## src/sv/prb_pkg.sv

```systemverilog
// ----------------------------------------------------------------------------
// prb_pkg: shared definitions of the palette rectangle blitter.
// Screen geometry, palette size, register indexes and the structures that
// travel between the configuration block, the walker and the top level.
// ----------------------------------------------------------------------------
package prb_pkg;

	// Screen and palette geometry.
	localparam int SCREEN_WIDTH  = 640;
	localparam int SCREEN_HEIGHT = 360;
	localparam int PAL_DEPTH     = 256;
	localparam int PAL_AW        = (PAL_DEPTH > 1) ? $clog2(PAL_DEPTH) : 1;

	// Width for coordinate compares, wide enough for the largest screen.
	localparam int COORD_W = 13;

	// Configuration port widths.
	localparam int REG_IDX_W  = 3;
	localparam int REG_DATA_W = 10;

	// Input commands.
	typedef enum logic {
		CMD_LOAD = 1'b0,
		CMD_STEP = 1'b1
	} cmd_t;

	// Register indexes of the configuration port.
	typedef enum logic [REG_IDX_W-1:0] {
		REG_START_X     = 3'd0,
		REG_START_Y     = 3'd1,
		REG_RECT_WIDTH  = 3'd2,
		REG_RECT_HEIGHT = 3'd3,
		REG_SRC_STRIDE  = 3'd4,
		REG_FILL_INDEX  = 3'd5,
		REG_FILL_MODE   = 3'd6
	} reg_idx_t;

	// Configuration register set.
	typedef struct packed {
		logic [9:0] start_x;
		logic [8:0] start_y;
		logic [9:0] rect_width;
		logic [8:0] rect_height;
		logic [9:0] src_stride;
		logic [7:0] fill_index;
		logic       fill_mode;
	} cfg_t;

	// Per-pixel information produced by the walker.
	typedef struct packed {
		logic [17:0] addr;
		logic        last;
		logic        off;
		logic        pal_oob;
	} pix_t;

endpackage

```

## src/sv/prb_cfg.sv

```systemverilog
// ----------------------------------------------------------------------------
// prb_cfg: configuration registers of the blitter.
// Captures writes from the plain write port into the register set.
// ----------------------------------------------------------------------------
module prb_cfg (
	input  logic                             clk,
	input  logic                             arst_n,
	input  logic                             wr_en,
	input  logic [prb_pkg::REG_IDX_W-1:0]    wr_index,
	input  logic [prb_pkg::REG_DATA_W-1:0]   wr_data,
	output prb_pkg::cfg_t                    cfg
);

	prb_pkg::cfg_t cfg_q;

	// Register writes; indexes beyond the set are ignored.
	always_ff @(posedge clk or negedge arst_n) begin
		if (!arst_n) begin
			cfg_q.start_x     <= 10'd0;
			cfg_q.start_y     <= 9'd0;
			cfg_q.rect_width  <= 10'd1;
			cfg_q.rect_height <= 9'd1;
			cfg_q.src_stride  <= 10'd1;
			cfg_q.fill_index  <= 8'd0;
			cfg_q.fill_mode   <= 1'b0;
		end else if (wr_en) begin
			case (wr_index)
				prb_pkg::REG_START_X:     cfg_q.start_x     <= wr_data[9:0];
				prb_pkg::REG_START_Y:     cfg_q.start_y     <= wr_data[8:0];
				prb_pkg::REG_RECT_WIDTH:  cfg_q.rect_width  <= wr_data[9:0];
				prb_pkg::REG_RECT_HEIGHT: cfg_q.rect_height <= wr_data[8:0];
				prb_pkg::REG_SRC_STRIDE:  cfg_q.src_stride  <= wr_data[9:0];
				prb_pkg::REG_FILL_INDEX:  cfg_q.fill_index  <= wr_data[7:0];
				prb_pkg::REG_FILL_MODE:   cfg_q.fill_mode   <= wr_data[0];
				default: ;
			endcase
		end
	end

	assign cfg = cfg_q;

endmodule

```

## config.mk

```make
export PLATFORM = sky130hd
export DESIGN_NAME = prb_cfg
export DESIGN_NICKNAME = d
export VERILOG_FILES = /design/src/sv/prb_pkg.sv /design/src/sv/prb_cfg.sv
export SDC_FILE = /design/constraint.sdc
export NUM_CORES = 1
export LEC_CHECK = 0
export ABC_AREA = 0
export BUFFER_PORTS_ARGS = -buffer_cell sky130_fd_sc_hd__buf_4
export CAP_MARGIN = 20
export CORE_UTILIZATION = 35
export DETAILED_ROUTE_END_ITERATION = 8
export PLACE_DENSITY = 0.67
export REMOVE_ABC_BUFFERS = 1
export SLEW_MARGIN = 20
export SYNTH_ARGS = -nofsm -noshare
export SYNTH_HDL_FRONTEND = slang
export SYNTH_SLANG_ARGS = --single-unit
```

## constraint.sdc

```tcl
create_clock -name clk -period 0.98 [get_ports clk]
set_clock_uncertainty 0.05 [all_clocks]
set_input_delay 0.049 -clock clk [delete_from_list [all_inputs] [get_ports clk]]
set_output_delay 0.049 -clock clk [all_outputs]
set_load 0.01 [all_outputs]
```

==> results.md <==
- Run status: complete, but fails checks
- Failing checks: negative setup slack
- Worst R2R Start: cfg[33]
- Share of cells above drive strength 1: 0.722
- Achievable Freq: 935 MHz
- Synth Area in Adders: 0
- # fillers: 472
- Final setup vio count: 4
- Largest net degree at the start of global routing: 37
- Routed vias/inst: 4.66
- Max-slew violations: 0
- DIE WIDTH: 83.3 um
- Seq/Total Area, Yosys: 0.618
- Row cnt: 29
- Final critical-path required period: 1070 ps
- Post-DP HPWL: 3650 um
- RSZ-0062 raised after global routing: yes
- Post-route setup slack: -89.6 ps
- Startpoint class of the critical path: register
- Post-Synth XOR/XNOR Area: 0
- FF+latch area: 1430 um^2
- Largest register FFs: 57
- WP buf/inv: 1
- Max-cap viol count: 0
- DRT Pass-1 Iters: 3
- Critical path type: register to primary output
- Synth Register Bits: 57
- Cell count after synthesis: 125
- Worst min path class: primary input to asynchronous set/reset pin
- CP Launch Point: cfg[19]
- Worst EP arrival: 970 ps
- Gr usage total: 0.167
- Worst stage delay on the critical path: 540 ps
- First-pass GRT wire length: 8650 um
- CP max FO: 2
- Multi-input logic area: 842 um^2
- Clk_lat worst skew: 330 ps
- Wl on met1: 2500 um
- Worst-margin pin slew: 198 ps
- I/O Buffers: 72
- Post-synthesis mux area share: 0.324
- Drc violations: 0
- Clk Tree Root Cell: clkbuf_8
- ANT cells: 0
- ANT nets after route: 0
- Pwr Density: 2230 nW/um^2
- Setup TNS: -260 ps
- Reg clk slew, reported paths: 70 ps
- Final hold violation count: 0
- Mapped Avg Cell Area: 18.5 um^2
- WL met2: 2580 um
- CTS Buf Count: 9
- Netlist cell types: 10
- # IOs: 73
- Maximum vdd drop: 1.37 mV
- Synth Warn #: 0
- Worst hold slack: 36.6 ps
- Initial core utilization: 0.364
- CP Capture Type: primary output
- Leakage: 1.76 nW
- Fin crit share: 1.09
- Synth Area in Compound Gates: 0
- Crit-path leading delay family: flip-flops
- Vias post-DR: 1,516
- Die area: 6940 um^2
- Core area: 6350 um^2
- Largest family of logic cells by synthesized area: multiplexers
- Overall die height: 83.3 um
- TritonCTS clock tree: built
- CTS H-tree lvls: 3
- Initial antenna violation count: 0
- Routed WL: 5520 um
- Area grow syn2layout: 59.9%
- CP cell instances: buf_6
- Vias in the first global route: 1,574
- Critical path data required time: 880 ps
- Total gr overflow: 0
- CTS max path bufs: 2
- Simple-gate portion of the synthesized area: 0.0395
- Max-slew headroom: 0.868
- Slowest CP cell: dfstp_2
- Routability Congestion: 0.724
- Area of the mapped netlist: 2310 um^2
- Clock sink count: 57
- Post-DR wirelength/cell: 17.0 um
- Met3 WL post-DR: 350 um
- Total chip power: 0.00826 W
- Top Metal Used: met4
- Nets@finish: 259
- Initial DRC Count: 56
## cells in the final DEF (no fill, tap or decap), drive strengths merged
cell type	Yosys	final
and4bb	3	3
buf	4	100
bufinv	0	2
clkbuf	0	11
clkinv	0	2
clkinvlp	0	1
dfrtp	54	54
dfstp	3	3
dlygate4sd3	0	11
mux2	57	57
nand4b	3	3
nor4b	1	1
## cell usage after synthesis, drive strengths merged
cell type,count,share of area
nand4b,3,0.017
nor4b,1,0.0065
mux2,57,0.32
and4bb,3,0.016
dfstp,3,0.034
buf,4,0.018
dfrtp,54,0.58
## stage by stage
step / utilization / cell area [um^2] / std cells / setup slack, ps
floorplan: - / 2270 / 121 / -362
global placement: 0.483 / 3060 / 284 / -211
detailed placement: 0.483 / 3060 / 284 / -224
CTS: 0.550 / 3490 / 318 / -105
global route: 0.583 / 3700 / 325 / -127
finish: 0.583 / 3700 / 325 / -89.6
## layout make-up
class,instances,share of cell area
Sequential cell,57,0.387
Timing Repair Buffer,111,0.298
Multi-Input combinational cell,64,0.228
Clock buffer,11,0.0409
Tap cell,77,0.0260
Clock inverter,5,0.0210
## metal layers
layer  vias up  track usage
li1        689            -
met1       770        0.232
met2        48        0.234
met3         9       0.0586
met4         0       0.0705
met5         -            0
## repair_timing
action	in CTS	in global routing
setup endpoints to repair	15	55
resized for setup	9	42
hold buffers	11	0
buffers inserted	7	7
endpoints found under the hold margin	114	0
## where the power goes
group | internal [W] | leakage (nW) | total, W | switching, W
Combinational | 0.00169 | 0.968 | 0.00249 | 0.000804
Sequential | 0.00290 | 0.680 | 0.00329 | 0.000395
Clock | 0.00156 | 0.115 | 0.00248 | 0.000921
## final timing paths
kind	depth (start not counted)	slack (ps)	end
setup / recovery	1	-90	cfg[19]
hold / removal	2	40	cfg[13]
setup reg to reg	2	10	cfg[33]
hold reg to reg	1	460	cfg[45]
max in group asynchronous	3	410	cfg[49]
min in group clk	3	80	cfg[0]
## kinds of logic after synthesis
kind of cell | after synthesis
simple gates | 7
flops | 57
mux | 57
buf+inv | 4
Power figures use the tool's default switching activity.
