<file path="src/sv/prb_pkg.sv">
// ----------------------------------------------------------------------------
// prb_pkg: shared definitions of the palette rectangle blitter.
// Screen geometry, palette size, register indexes and the structures that
// travel between the configuration block, the walker and the top level.
// ----------------------------------------------------------------------------
package prb_pkg;

	// Screen and palette geometry.
	localparam int SCREEN_WIDTH  = 640;
	localparam int SCREEN_HEIGHT = 360;
	localparam int PAL_DEPTH     = 256;
	localparam int PAL_AW        = (PAL_DEPTH > 1) ? $clog2(PAL_DEPTH) : 1;

	// Width for coordinate compares, wide enough for the largest screen.
	localparam int COORD_W = 13;

	// Configuration port widths.
	localparam int REG_IDX_W  = 3;
	localparam int REG_DATA_W = 10;

	// Input commands.
	typedef enum logic {
		CMD_LOAD = 1'b0,
		CMD_STEP = 1'b1
	} cmd_t;

	// Register indexes of the configuration port.
	typedef enum logic [REG_IDX_W-1:0] {
		REG_START_X     = 3'd0,
		REG_START_Y     = 3'd1,
		REG_RECT_WIDTH  = 3'd2,
		REG_RECT_HEIGHT = 3'd3,
		REG_SRC_STRIDE  = 3'd4,
		REG_FILL_INDEX  = 3'd5,
		REG_FILL_MODE   = 3'd6
	} reg_idx_t;

	// Configuration register set.
	typedef struct packed {
		logic [9:0] start_x;
		logic [8:0] start_y;
		logic [9:0] rect_width;
		logic [8:0] rect_height;
		logic [9:0] src_stride;
		logic [7:0] fill_index;
		logic       fill_mode;
	} cfg_t;

	// Per-pixel information produced by the walker.
	typedef struct packed {
		logic [17:0] addr;
		logic        last;
		logic        off;
		logic        pal_oob;
	} pix_t;

endpackage

</file>
<file path="src/sv/prb_walker.sv">
// ----------------------------------------------------------------------------
// prb_walker: rectangle walker of the blitter.
// Holds the column, row and padding counters, decides whether a step makes
// a pixel, and works out the pixel's address, flags and palette index.
// ----------------------------------------------------------------------------
module prb_walker (
	input  logic           clk,
	input  logic           arst_n,
	input  logic           step,
	input  logic [7:0]     src_byte,
	input  prb_pkg::cfg_t  cfg,
	output logic           emit,
	output prb_pkg::pix_t  pix,
	output logic [7:0]     rd_index
);

	logic [9:0]  col_q;
	logic [8:0]  row_q;
	logic [9:0]  pad_q;

	logic        pad_skip;
	logic [9:0]  w;
	logic [8:0]  h;
	logic [9:0]  stride;
	logic [10:0] col_inc;
	logic [9:0]  row_inc;
	logic        row_end;
	logic        last;
	logic [10:0] x;
	logic [9:0]  y;

	// Effective geometry: zero sizes count as one, a short stride as the width.
	always_comb begin
		w        = (cfg.rect_width == 10'd0) ? 10'd1 : cfg.rect_width;
		h        = (cfg.rect_height == 9'd0) ? 9'd1 : cfg.rect_height;
		stride   = (cfg.src_stride < w) ? w : cfg.src_stride;
		pad_skip = !cfg.fill_mode && (pad_q != 10'd0);
		col_inc  = {1'b0, col_q} + 11'd1;
		row_inc  = {1'b0, row_q} + 10'd1;
		row_end  = col_inc >= {1'b0, w};
		last     = row_end && (row_inc >= {1'b0, h});
	end

	// Screen position, framebuffer address and off-screen flag.
	always_comb begin
		x            = {1'b0, cfg.start_x} + {1'b0, col_q};
		y            = {1'b0, cfg.start_y} + {1'b0, row_q};
		pix.addr     = 18'({8'd0, y} * 18'(prb_pkg::SCREEN_WIDTH) + {7'd0, x});
		pix.last     = last;
		pix.off      = ({2'd0, x} >= prb_pkg::COORD_W'(prb_pkg::SCREEN_WIDTH)) ||
		               ({3'd0, y} >= prb_pkg::COORD_W'(prb_pkg::SCREEN_HEIGHT));
		rd_index     = cfg.fill_mode ? cfg.fill_index : src_byte;
		pix.pal_oob  = {1'b0, rd_index} >= 9'(prb_pkg::PAL_DEPTH);
		emit         = step && !pad_skip;
	end

	// Counter update on each step.
	always_ff @(posedge clk or negedge arst_n) begin
		if (!arst_n) begin
			col_q <= 10'd0;
			row_q <= 9'd0;
			pad_q <= 10'd0;
		end else if (step) begin
			if (pad_skip) begin
				pad_q <= pad_q - 10'd1;
			end else if (last) begin
				col_q <= 10'd0;
				row_q <= 9'd0;
				pad_q <= 10'd0;
			end else if (row_end) begin
				col_q <= 10'd0;
				row_q <= row_inc[8:0];
				pad_q <= cfg.fill_mode ? 10'd0 : (stride - w);
			end else begin
				col_q <= col_inc[9:0];
			end
		end
	end

endmodule

</file>
<file path="config.mk">
export PLATFORM = sky130hd
export DESIGN_NAME = prb_walker
export DESIGN_NICKNAME = d
export VERILOG_FILES = /design/src/sv/prb_pkg.sv /design/src/sv/prb_walker.sv
export SDC_FILE = /design/constraint.sdc
export NUM_CORES = 1
export LEC_CHECK = 0
export ABC_AREA = 1
export BUFFER_PORTS_ARGS = -buffer_cell sky130_fd_sc_hd__buf_2
export CAP_MARGIN = 20
export CORE_ASPECT_RATIO = 1.75
export CORE_MARGIN = 2
export CORE_UTILIZATION = 45
export CTS_BUF_LIST = sky130_fd_sc_hd__clkbuf_16
export DETAILED_ROUTE_END_ITERATION = 6
export PLACE_DENSITY = 0.68
export REMOVE_ABC_BUFFERS = 1
export SYNTH_ARGS = -nofsm -noshare
export SYNTH_HDL_FRONTEND = slang
export SYNTH_SLANG_ARGS = --single-unit
</file>
<file path="constraint.sdc">
create_clock -name clk -period 5.15 [get_ports clk]
set_input_delay 0.7725 -clock clk [delete_from_list [all_inputs] [get_ports clk]]
set_output_delay 0.7725 -clock clk [all_outputs]
set_load 0.005 [all_outputs]
</file>
==> summary.md <==
| Metric | Value |
|---|---|
| Design internal power | 1.542 mW |
| Setup-failing EPs final | 0 |
| Largest area contributor in the netlist | ha_1 |
| Pin count of the biggest net entering global routing | 30 |
| DRT antenna net count | 0 |
| Nets | 949 |
| Sw Ratio | 0.5100 |
| Fin. Hold Viols | 0 |
| Seq cells post-synth | 29 |
| Final wirelength | 11.69 mm |
| Worst Tran Pin Value | 684.3 ps |
| Pre-Repair DR Iteration Count | 4 |
| Antenna cells | 0 |
| Synth Cell Area | 0.004746 sq mm |
| TritonCTS Buffers | 5 |
| Max VDD drop | 0.6085 mV |
| CP Launch Point | cfg[38] |
| DRT iter0 DRCs | 149 |
| Ports | 98 |
| Fin crit period | 4747 ps |
| Worst hold path class | in2async |
| Sequential share of power | 0.125 |
| IO Port Bufs | 96 |
| Max_slew headroom | 0.5438 |
| Die width | 81.63 um |
| Total negative slack | 0 ps |
| Std-Cell Rows | 49 |
| Initial Util | 0.4608 |
| Yosys cell types | 47 |
| Combinational fraction of design power | 0.786 |
| Critical Path RT | 4380 ps |
| Status | finished, final reports clean |
| Kind of critical path | in2out |
| Clock Power Share | 0.089 |
| DIE AREA | 0.01142 sq mm |
| Tot GR Track Use | 0.2113 |
| Synth top area cells | ha_1 21%, dfrtp_1 15%, nand2_1 14% |
| RSZ-0062 raised after global routing | false |
| Max clock buf depth | 2 |
| Max Slew Vio Count | 0 |
| Post-CTS resize count | 0 |
| F_max | 210.7 MHz |
| Post-CTS setup buffer count | 0 |
| Total of max-cap violations | 0 |
| WP data arrival | 3970 ps |
| CTS root buffer | clkbuf_16 |
| Congestion Overflow GR | 0 |
| Period utilization | 0.9218 |
| Yosys top cell area share | 0.2056 |
| Final core occ | 0.5307 |
| Vias in the first global route | 4,606 |
| Initial antenna violation count | 0 |
| Vias per cell | 5.111 |
| Sw power | 1.606 mW |
| Setup WS pre-CTS | 403.2 ps |
| Main synth FF type | dfrtp_1 |
| PwrDens | 575.9 mW/mm^2 |
| H-tree levels | 2 |
| Avg WL per Cell | 12.63 um |
| CTS tree | built |
| Hold-fix buffers at CTS | 0 |
| Final Wtd Congestion | 0.8168 |
| Share of cells above drive strength 1 | 0.1890 |
| Worst-path clk slew | 50 ps |
| Post-synth EDFFs | 0 |
| Warnings from Yosys | 0 |
| R2R Path Start | col_q[1]$_DFFE_PN0P_ |
| Synthesis-to-layout area growth | 15.19% |
| Synthesized instance count | 703 |
| CP Launch Type | input port |
| Die H | 139.9 um |
| Sequential share of the synthesized area | 0.1529 |
| # DRC | 0 |
| Final worst setup slack | 403.0 ps |
| Clock net sink count | 29 |
| # fillers | 1,053 |
| Core ar. | 0.01030 sq mm |
| Fraction of registers with async set/reset | 1.000 |
| Leakage | 3.178 nW |
| First-pass GRT wire length | 19.19 mm |
| Worst Clk Skew | 6.445 ps |
| Max FO, Critical Path | 3 |
| Skew-Pair Late Insertion Delay | 280 ps |
| Via Count | 4,733 |
| R2R depth | 20 |
| Hpwl dp | 10.13 mm |
| PnR Total Power | 3.148 mW |
| Syn Area/Cell | 6.751 sq um |
| CP Capture Type | primary output |
[synthesized netlist by cell type (10+ instances only)]
master   count
nor2_2      12
ha_1        78
nand4_1     10
a21oi_1     42
dfrtp_1     29
nand2_1    171
xor2_1      33
a21oi_2     10
nor2_1      45
nand3_1     45
inv_1      115
o21ai_0     28
[layer usage]
metal,share of wire,GRT usage,vias to the layer above
met5,0,0,-
met4,0.040,0.1035,0
met3,0.024,0.01751,23
met2,0.58,0.4215,82
met1,0.36,0.2029,2154
li1,-,-,2474
[worst max-delay path: stages]
cell     delay, ps
buf_2          100
ha_1           230
fa_1           420
nand3_1        100
nand2_1        100
xnor2_1        190
inv_1           90
ha_1           310
inv_1           70
fa_1           450
xnor2_1        300
nand3_1        170
nor2_1         140
nand2_1         90
nor2_1         110
nand2_1         70
inv_1           60
nand2_1         40
nand2_1         40
buf_2          100
[flip-flops by register name (all words and copies together) (netlist names)]
register / flops
pad_q: 10
col_q: 10
row_q: 9
[cell families (layout without fill, tap and decap cells)]
group | after synthesis | in the layout | share of synthesized area
adder cells (fa/ha/maj) | 83 | 83 | 0.2267
buffers and inverters | 129 | 225 | 0.1094
AND/OR/NAND/NOR | 310 | 310 | 0.2934
other | 1 | 1 | 0.0007902
AO/OA/AOI/OAI | 109 | 109 | 0.1392
XOR/XNOR | 42 | 42 | 0.07751
flip-flops | 29 | 29 | 0.1529
[cells in the final DEF, fill, tap and decap left out, types with 6 or more instances in the layout]
| cell type | n |
|---|---|
| nor2_1 | 45 |
| xnor2_1 | 9 |
| inv_1 | 116 |
| dfrtp_1 | 29 |
| buf_2 | 96 |
| o22ai_1 | 6 |
| a21oi_2 | 10 |
| nand3_1 | 45 |
| o21ai_0 | 28 |
| nor3_1 | 7 |
| nand2_4 | 6 |
| xor2_1 | 33 |
| nand4_1 | 10 |
| nor2_2 | 12 |
| ha_1 | 78 |
| a21oi_1 | 42 |
| nand2_1 | 171 |
[power by group through the flow]
stage / Sequential [mW] / Combinational, mW / Clock, mW
finish: 0.393 / 2.47 / 0.281
global route: 0.406 / 2.88 / 0.295
CTS: 0.393 / 2.51 / 0.284
detailed placement: 0.396 / 2.49 / 0
global placement: 0.391 / 2.43 / 0
floorplan: 0.370 / 1.77 / 0
[path summary, 6_finish.rpt]
kind | slack, ps | end
max reg2reg | 2150 | pad_q[7]$_DFFE_PN0P_
max | 400 | pix[20]
min | 530 | col_q[0]$_DFFE_PN0P_
min in group clk | 570 | pad_q[8]$_DFFE_PN0P_
min reg2reg | 570 | pad_q[8]$_DFFE_PN0P_
max in group asynchronous | 4170 | row_q[0]$_DFFE_PN0P_
[cell type report]
class / instances / area (sq um) / area share
Multi-Input combinational cell: 545 / 3501 / 0.6404
Tap cell: 127 / 158.9 / 0.02907
Inverter: 121 / 461.7 / 0.08446
Clock buffer: 5 / 125.1 / 0.02289
Clock inverter: 3 / 13.76 / 0.002518
Timing Repair Buffer: 96 / 480.5 / 0.08789
Sequential cell: 29 / 725.7 / 0.1328
[per-stage QoR]
step / hold slack, ps / cell area (sq um) / std cells
detailed placement: 562.1 / 5328 / 918
CTS: 556.0 / 5466 / 926
global route: 592.1 / 5466 / 926
global placement: 546.1 / 5328 / 918
floorplan: 476.9 / 4688 / 695
finish: 529.3 / 5466 / 926
(Power assumes the default switching activity.)
